### src/hw/rtl/tssm_pkg.sv
package tssm_pkg;

    localparam int DEPTH    = 512;
    localparam int ADDR_W   = $clog2(DEPTH);
    localparam int NSTACKS  = 3;
    localparam int SIZE_W   = 10;
    localparam int CNT_W    = 8;
    localparam int MAX_SIZE = 512;

    localparam logic       CMD_PUSH = 1'b0;
    localparam logic       CMD_POP  = 1'b1;

    localparam logic [1:0] ST_OK     = 2'd0;
    localparam logic [1:0] ST_FULL   = 2'd1;
    localparam logic [1:0] ST_EMPTY  = 2'd2;
    localparam logic [1:0] ST_BADSEL = 2'd3;

    typedef struct packed {
        logic       cmd;
        logic [1:0] stack_select;
        logic [7:0] push_value;
    } stack_req_t;

    typedef struct packed {
        logic [7:0] pop_value;
        logic [1:0] status;
    } stack_rsp_t;

    // controller to datapath
    typedef struct packed {
        logic load;
        logic exec;
        logic cfg_wr;
    } dp_cmd_t;

endpackage

### src/hw/rtl/tssm_ctrl.sv
module tssm_ctrl
(
    input  logic             clk,
    input  logic             rst_n,
    input  logic             start,
    output logic             busy,
    output logic             done,
    input  logic             cfg_valid,
    output logic             cfg_ready,
    output tssm_pkg::dp_cmd_t dp_cmd
);
    import tssm_pkg::*;

    typedef enum logic {
        S_IDLE,
        S_EXEC
    } state_t;

    state_t state_reg;
    state_t state_next;
    logic   done_reg;
    logic   done_next;

    always_comb
    begin
        state_next = state_reg;
        done_next  = 1'b0;
        case (state_reg)
            S_IDLE:
            begin
                if (start)
                begin
                    state_next = S_EXEC;
                end
            end
            S_EXEC:
            begin
                state_next = S_IDLE;
                done_next  = 1'b1;
            end
            default:
            begin
                state_next = S_IDLE;
            end
        endcase
    end

    always_ff @(posedge clk or negedge rst_n)
    begin
        if (!rst_n)
        begin
            state_reg <= S_IDLE;
            done_reg  <= 1'b0;
        end
        else
        begin
            state_reg <= state_next;
            done_reg  <= done_next;
        end
    end

    assign busy      = (state_reg == S_EXEC);
    assign done      = done_reg;
    assign cfg_ready = (state_reg == S_IDLE);

    assign dp_cmd.load   = start && (state_reg == S_IDLE);
    assign dp_cmd.exec   = (state_reg == S_EXEC);
    assign dp_cmd.cfg_wr = cfg_valid && (state_reg == S_IDLE);

    // an accepted transaction is executed in the very next cycle
    assert property (@(posedge clk) disable iff (!rst_n)
        (start && !busy) |=> busy)
        else $error("accepted transaction not executed");

    // execution ends in the following cycle, raising done
    assert property (@(posedge clk) disable iff (!rst_n)
        busy |=> (!busy && done))
        else $error("execution did not finish in one cycle");

    // the strobe only follows an execution cycle
    assert property (@(posedge clk) disable iff (!rst_n)
        done |-> $past(busy))
        else $error("result strobe without execution");

endmodule

### src/hw/rtl/tssm_datapath.sv
module tssm_datapath
(
    input  logic                          clk,
    input  logic                          rst_n,
    input  tssm_pkg::dp_cmd_t             dp_cmd,
    input  tssm_pkg::stack_req_t          req,
    input  logic [tssm_pkg::SIZE_W-1:0]   cfg_wdata,
    output tssm_pkg::stack_rsp_t          rsp
);
    import tssm_pkg::*;

    // floor(s/3) as (s * 683) >> 11, exact for s up to 512
    localparam int RECIP3       = 683;
    localparam int RECIP3_SHIFT = 11;
    localparam int PROD_W       = SIZE_W + 10;

    // configuration, held as the split it implies
    logic [CNT_W-1:0]  part_reg;
    logic [CNT_W-1:0]  part_next;
    logic [CNT_W-1:0]  cap2_reg;
    logic [CNT_W-1:0]  cap2_next;

    logic [SIZE_W-1:0] size_clamped;
    logic [PROD_W-1:0] prod;
    logic [SIZE_W-1:0] three_q;
    logic [1:0]        rem;

    // latched transaction
    stack_req_t        req_reg;

    logic [CNT_W-1:0]  cnt_reg [NSTACKS];
    logic [CNT_W-1:0]  cnt_sel;
    logic [CNT_W-1:0]  cap;
    logic [ADDR_W-1:0] base;
    logic [ADDR_W-1:0] addr;
    logic [1:0]        status_next;
    logic              mem_we;
    logic              cnt_inc;
    logic              cnt_dec;

    logic [7:0]        mem [DEPTH];
    logic [7:0]        rd_data_reg;
    logic [1:0]        status_reg;
    logic              pop_ok_reg;

    always_comb
    begin
        if (cfg_wdata > SIZE_W'(MAX_SIZE))
        begin
            size_clamped = SIZE_W'(MAX_SIZE);
        end
        else
        begin
            size_clamped = cfg_wdata;
        end
        prod      = PROD_W'(size_clamped) * PROD_W'(RECIP3);
        part_next = CNT_W'(prod >> RECIP3_SHIFT);
        three_q   = SIZE_W'(part_next) + SIZE_W'({part_next, 1'b0});
        rem       = 2'(size_clamped - three_q);
        cap2_next = part_next + CNT_W'(rem);
    end

    always_ff @(posedge clk or negedge rst_n)
    begin
        if (!rst_n)
        begin
            part_reg <= CNT_W'(MAX_SIZE / NSTACKS);
            cap2_reg <= CNT_W'(MAX_SIZE / NSTACKS + MAX_SIZE % NSTACKS);
        end
        else if (dp_cmd.cfg_wr)
        begin
            part_reg <= part_next;
            cap2_reg <= cap2_next;
        end
    end

    always_ff @(posedge clk)
    begin
        if (dp_cmd.load)
        begin
            req_reg <= req;
        end
    end

    always_comb
    begin
        cnt_sel     = '0;
        cap         = part_reg;
        base        = '0;
        addr        = '0;
        status_next = ST_OK;
        mem_we      = 1'b0;
        cnt_inc     = 1'b0;
        cnt_dec     = 1'b0;
        case (req_reg.stack_select)
            2'd0:
            begin
                cnt_sel = cnt_reg[0];
                base    = '0;
            end
            2'd1:
            begin
                cnt_sel = cnt_reg[1];
                base    = ADDR_W'(part_reg);
            end
            2'd2:
            begin
                cnt_sel = cnt_reg[2];
                cap     = cap2_reg;
                base    = ADDR_W'({part_reg, 1'b0});
            end
            default:
            begin
                status_next = ST_BADSEL;
            end
        endcase
        if (status_next != ST_BADSEL)
        begin
            if (req_reg.cmd == CMD_PUSH)
            begin
                addr = base + ADDR_W'(cnt_sel);
                if (cnt_sel >= cap)
                begin
                    status_next = ST_FULL;
                end
                else
                begin
                    mem_we  = dp_cmd.exec;
                    cnt_inc = dp_cmd.exec;
                end
            end
            else
            begin
                // addresses wrap at the memory depth
                addr = base + ADDR_W'(cnt_sel) - ADDR_W'(1);
                if (cnt_sel == '0)
                begin
                    status_next = ST_EMPTY;
                end
                else
                begin
                    cnt_dec = dp_cmd.exec;
                end
            end
        end
    end

    always_ff @(posedge clk or negedge rst_n)
    begin
        if (!rst_n)
        begin
            for (int i = 0; i < NSTACKS; i++)
            begin
                cnt_reg[i] <= '0;
            end
        end
        else
        begin
            for (int i = 0; i < NSTACKS; i++)
            begin
                if (req_reg.stack_select == 2'(i))
                begin
                    if (cnt_inc)
                    begin
                        cnt_reg[i] <= cnt_reg[i] + CNT_W'(1);
                    end
                    else if (cnt_dec)
                    begin
                        cnt_reg[i] <= cnt_reg[i] - CNT_W'(1);
                    end
                end
            end
        end
    end

    always_ff @(posedge clk)
    begin
        if (mem_we)
        begin
            mem[addr] <= req_reg.push_value;
        end
        if (dp_cmd.exec)
        begin
            rd_data_reg <= mem[addr];
        end
    end

    always_ff @(posedge clk)
    begin
        if (dp_cmd.exec)
        begin
            status_reg <= status_next;
            pop_ok_reg <= (status_next == ST_OK) && (req_reg.cmd == CMD_POP);
        end
    end

    assign rsp.pop_value = pop_ok_reg ? rd_data_reg : 8'd0;
    assign rsp.status    = status_reg;

endmodule

### src/hw/rtl/three_stacks_shared_memory_unit.sv
// channel    | signals                       | transaction when
// -----------+-------------------------------+------------------------------
// command    | start, busy, req              | start high and busy low
// result     | done, rsp                     | done high (one cycle only)
// config     | cfg_valid, cfg_ready, cfg_wdata | cfg_valid and cfg_ready high
//
// a transaction has an execution cycle, in which the single memory port is
// read or written and the fill count moves, then the result cycle
// in the result cycle busy is already low, so a new start is accepted there
// reset clears the fill counts and sets the size to 512; memory is not cleared
// the receiver cannot stall: each result shows for exactly one cycle
module three_stacks_shared_memory_unit
(
    input  logic                        clk,
    input  logic                        rst_n,
    input  logic                        start,
    output logic                        busy,
    input  tssm_pkg::stack_req_t        req,
    output logic                        done,
    output tssm_pkg::stack_rsp_t        rsp,
    input  logic                        cfg_valid,
    output logic                        cfg_ready,
    input  logic [tssm_pkg::SIZE_W-1:0] cfg_wdata
);
    import tssm_pkg::*;

    dp_cmd_t dp_cmd;

    tssm_ctrl u_ctrl
    (
        .clk       (clk),
        .rst_n     (rst_n),
        .start     (start),
        .busy      (busy),
        .done      (done),
        .cfg_valid (cfg_valid),
        .cfg_ready (cfg_ready),
        .dp_cmd    (dp_cmd)
    );

    tssm_datapath u_datapath
    (
        .clk       (clk),
        .rst_n     (rst_n),
        .dp_cmd    (dp_cmd),
        .req       (req),
        .cfg_wdata (cfg_wdata),
        .rsp       (rsp)
    );

endmodule

### config.mk
export PLATFORM = sky130hd
export DESIGN_NAME = three_stacks_shared_memory_unit
export DESIGN_NICKNAME = d
export VERILOG_FILES = /design/src/hw/rtl/tssm_pkg.sv /design/src/hw/rtl/tssm_ctrl.sv /design/src/hw/rtl/tssm_datapath.sv /design/src/hw/rtl/three_stacks_shared_memory_unit.sv
export SDC_FILE = /design/constraint.sdc
export NUM_CORES = 2
export LEC_CHECK = 0
export ABC_CLOCK_PERIOD_IN_PS = 21700
export BUFFER_PORTS_ARGS = -buffer_cell sky130_fd_sc_hd__clkbuf_2
export CAP_MARGIN = 20
export CELL_PAD_IN_SITES_DETAIL_PLACEMENT = 0
export CELL_PAD_IN_SITES_GLOBAL_PLACEMENT = 1
export CORE_MARGIN = 3
export CORE_UTILIZATION = 38
export DETAILED_ROUTE_END_ITERATION = 12
export PLACE_DENSITY_LB_ADDON = 0.25
export SYNTH_ARGS = -nofsm -noshare
export SYNTH_HDL_FRONTEND = slang
export SYNTH_SLANG_ARGS = --single-unit
### constraint.sdc
create_clock -name clk -period 21.7 [get_ports clk]
set_clock_uncertainty 0.15 [all_clocks]
set_input_delay 3.255 -clock clk [delete_from_list [all_inputs] [get_ports clk]]
set_output_delay 3.255 -clock clk [all_outputs]
set_load 0.02 [all_outputs]
==> run summary <==
Synth top area share: 73.77%
vias in the first global route: 95,970
All-Layer GR Usage: 22.40%
WL final: 516.7 mm
Layout Area Growth over Synthesis: 12.37%
# nets final: 10,820
TritonCTS clock tree: built
HP Start: u_datapath.cnt_reg[23]
Clk Latency, worst-skew pair: 1.00 ns
sequential area share after synthesis: 74.41%
critical path type: reg2reg
HP Class: reg2reg
# fillers: 38,780
HPWL Detailed: 296.8 mm
worst slew pin tran: 1.170 ns
Crit path arrival time: 10.81 ns
Critical Path Fanout Max: 67
Reg area: 0.1247 mm²
Ports: 38
Starting DRT DRC Count: 12,110
Pleak: 0.06038 µW
ys async rst share: 1.010%
post-synth top area cell: edfxtp_1
Initial Util: 38.21%
Slew HR: 22.00%
Warnings, synthesis: 0
Register-to-Register Setup Slack: 11.45 ns
CP endpoint kind: flop
first-pass GRT wire length: 731.8 mm
Finish-stage setup viols: 0
DR pass1 iterations: 8
drt drc: 0
hold path depth: 1
Primary FF master, synth: edfxtp_1
Worst Hold End: u_datapath.cnt_reg[23]
min Tclk post-route: 10.25 ns
synth cell count leaders: edfxtp_1, nand2_1, nand3_1, nor2_1, mux4_2
Rows: 243
Die X: 670.2 µm
area of the core: 0.4387 mm²
worst endpoint required time: 22.26 ns
Startpoint Class: flop
number of flops mapped to enable cells by yosys: 4,118
Netlist cell types: 90
Fin. Hold Viols: 0
Synth Area per Inst: 15.68 µm²
Die Y: 670.2 µm
f_max: 0.09753 GHz
Area contributors post-synth: edfxtp_1, mux4_2, nand2_1, nand3_1, nor2_1
final core utilization: 42.93%
die area: 0.4491 mm²
TritonCTS buffer count: 436
FF-to-FF Start: u_datapath.req_reg[8]
CTS Buffer Depth: 4
final hold slack: 0.3222 ns
Total Power: 24,110 µW
Tcrit/Tclk final: 47.25%
hold-fix buffers at CTS: 0
global route overflow: 0
CTS sink cnt: 4,160
final cell count without fillers: 16,940
max FFs per register: 4,096
syn_nets: 10,840
Root Driver: clkbuf_16
status: finished, final reports clean
vias per cell: 5.756
largest net degree at the start of global routing: 160
Port Buf Inserts: 37
setup TNS: 0 ns
post-CTS setup buffers: 0
layout cells sized above 1: 13.67%
top-count cell post-synth: edfxtp_1
H-tree depth: 5
Post-Synthesis Cells: 10,690
reg2reg path depth: 21
Max Slew Vio Count: 0
Max-cap violations: 0
FF+latch count, synth: 4,160
Post-Synthesis Cell Area: 0.1676 mm²
post-cts sizing count: 0
power per cell area: 128.0 mW/mm²
initial antenna violation count: 36
RSZ-0062 raised after global routing: false
CP Launch Point: u_datapath.req_reg[8]
routability cong.: 0.8092
clk slew on worst S/H paths: 0.06 ns
FF-to-FF End: u_datapath.rd_data_reg[2]
worst vdd ir: 134.5 µV
footprint of the multi-input gates: 0.03944 mm²
placed insts: 16,100
WL/cell: 30.51 µm
Antenna Nets Post-Route: 0
Vias: 97,480
## per-stage QoR
| stage | instance area [µm²] | setup slack, ns |
|---|---|---|
| 6_report | 188400 | 11.45 |
| 5_1_grt | 188300 | 11.10 |
| 4_1_cts | 188200 | 11.59 |
| 3_5_place_dp | 174000 | 11.56 |
| 3_3_place_gp | 174000 | 11.67 |
| 2_1_floorplan | 167600 | 13.18 |
## how the worst max path moves through the flow
stage                                      endpoint  slack (ns)  cells past startpoint
after floorplan              u_datapath.cap2_reg[7]       13.18                     25
after global placement    u_datapath.rd_data_reg[7]       11.67                     21
after detailed placement  u_datapath.rd_data_reg[2]       11.56                     21
after CTS                 u_datapath.rd_data_reg[2]       11.59                     21
after global routing      u_datapath.rd_data_reg[2]       11.10                     21
final                     u_datapath.rd_data_reg[2]       11.45                     21
## final cells by class
class	count	area share (%)
diodes	14	0.01860
well taps	5880	3.906
multi-input cells	5720	20.94
flip-flops and latches	4160	66.21
clock buffers	524	6.040
repair buffers	282	1.240
inverters	66	0.1355
clock inverters	290	1.509
## critical path, cell delays in order, from the launching register on
cell and delay (ns):
edfxtp_1 0.45, inv_1 0.13, ha_1 0.81, a222oi_1 0.26, nor2_1 0.27, ha_1 0.30, inv_1 0.10, fa_1 0.63
ha_1 0.28, mux2_2 0.47, nor2_4 0.13, buf_4 0.69, buf_4 0.78, buf_4 0.75, buf_4 0.82, buf_4 0.71
mux4_2 0.41, a222oi_1 0.60, a21oi_1 0.17, a211o_1 0.32, a221oi_1 0.31, nand4_1 0.14
## routing by layer
metal  part of all wire [%]  vias to the layer above  global-route usage, %  wire (µm)
met1                     41                    51030                  31.49     213500
met4                    3.4                        6                  7.103      17650
met5                 0.0068                        -                      0         35
met3                    8.2                      716                  3.487      42140
met2                     47                     4353                  35.84     243300
li1                       -                    41380                      -          -
## cells by family after synthesis
group	after synthesis	share of synthesized area [%]
compound gates	1430	5.819
xor+xnor	58	0.3232
fa+ha+maj	124	1.042
buf+inv	808	2.268
flops	4160	74.41
mux	533	6.996
simple gates	3575	9.146
## where the power goes
group	switching (µW)	total (µW)	internal (µW)
Combinational	5460	7670	2210
Sequential	54.9	8960	8900
Clock	3180	7480	4300
Total	8700	24100	15400
## placed cells by master, fill, tap and decap left out, types with 13 or more instances in the layout
cell        Yosys  routed
fa_1           26      26
buf_12          0      22
a31oi_1       213     211
clkinvlp_4      0      22
nand3_1       666     665
edfxtp_1     4118    4118
a222oi_1       29      29
diode_2         0      14
a311oi_1      232     232
a22oi_1       188     188
and3_1        285     285
mux4_2        510     510
a211oi_1       32      32
a22o_1         50      50
a211o_1        27      27
clkbuf_16       0     441
inv_1          66      65
nor2b_1        15      15
ha_1           98      97
a21o_1         16      16
nand2_1      1945    1934
nand4_1        34      34
bufinv_16       0      47
clkinv_2        0      89
dfrtp_1        34      33
o21ai_0       348     344
clkbuf_2        0      37
clkinv_1        0     101
xnor2_1        42      40
and2_1         17      17
clkbuf_1      302      80
a21oi_1       175     175
mux2i_1        14      13
nor2_1        562     559
buf_4          71     219
o21ai_1        15      18
(Power assumes the default switching activity.)
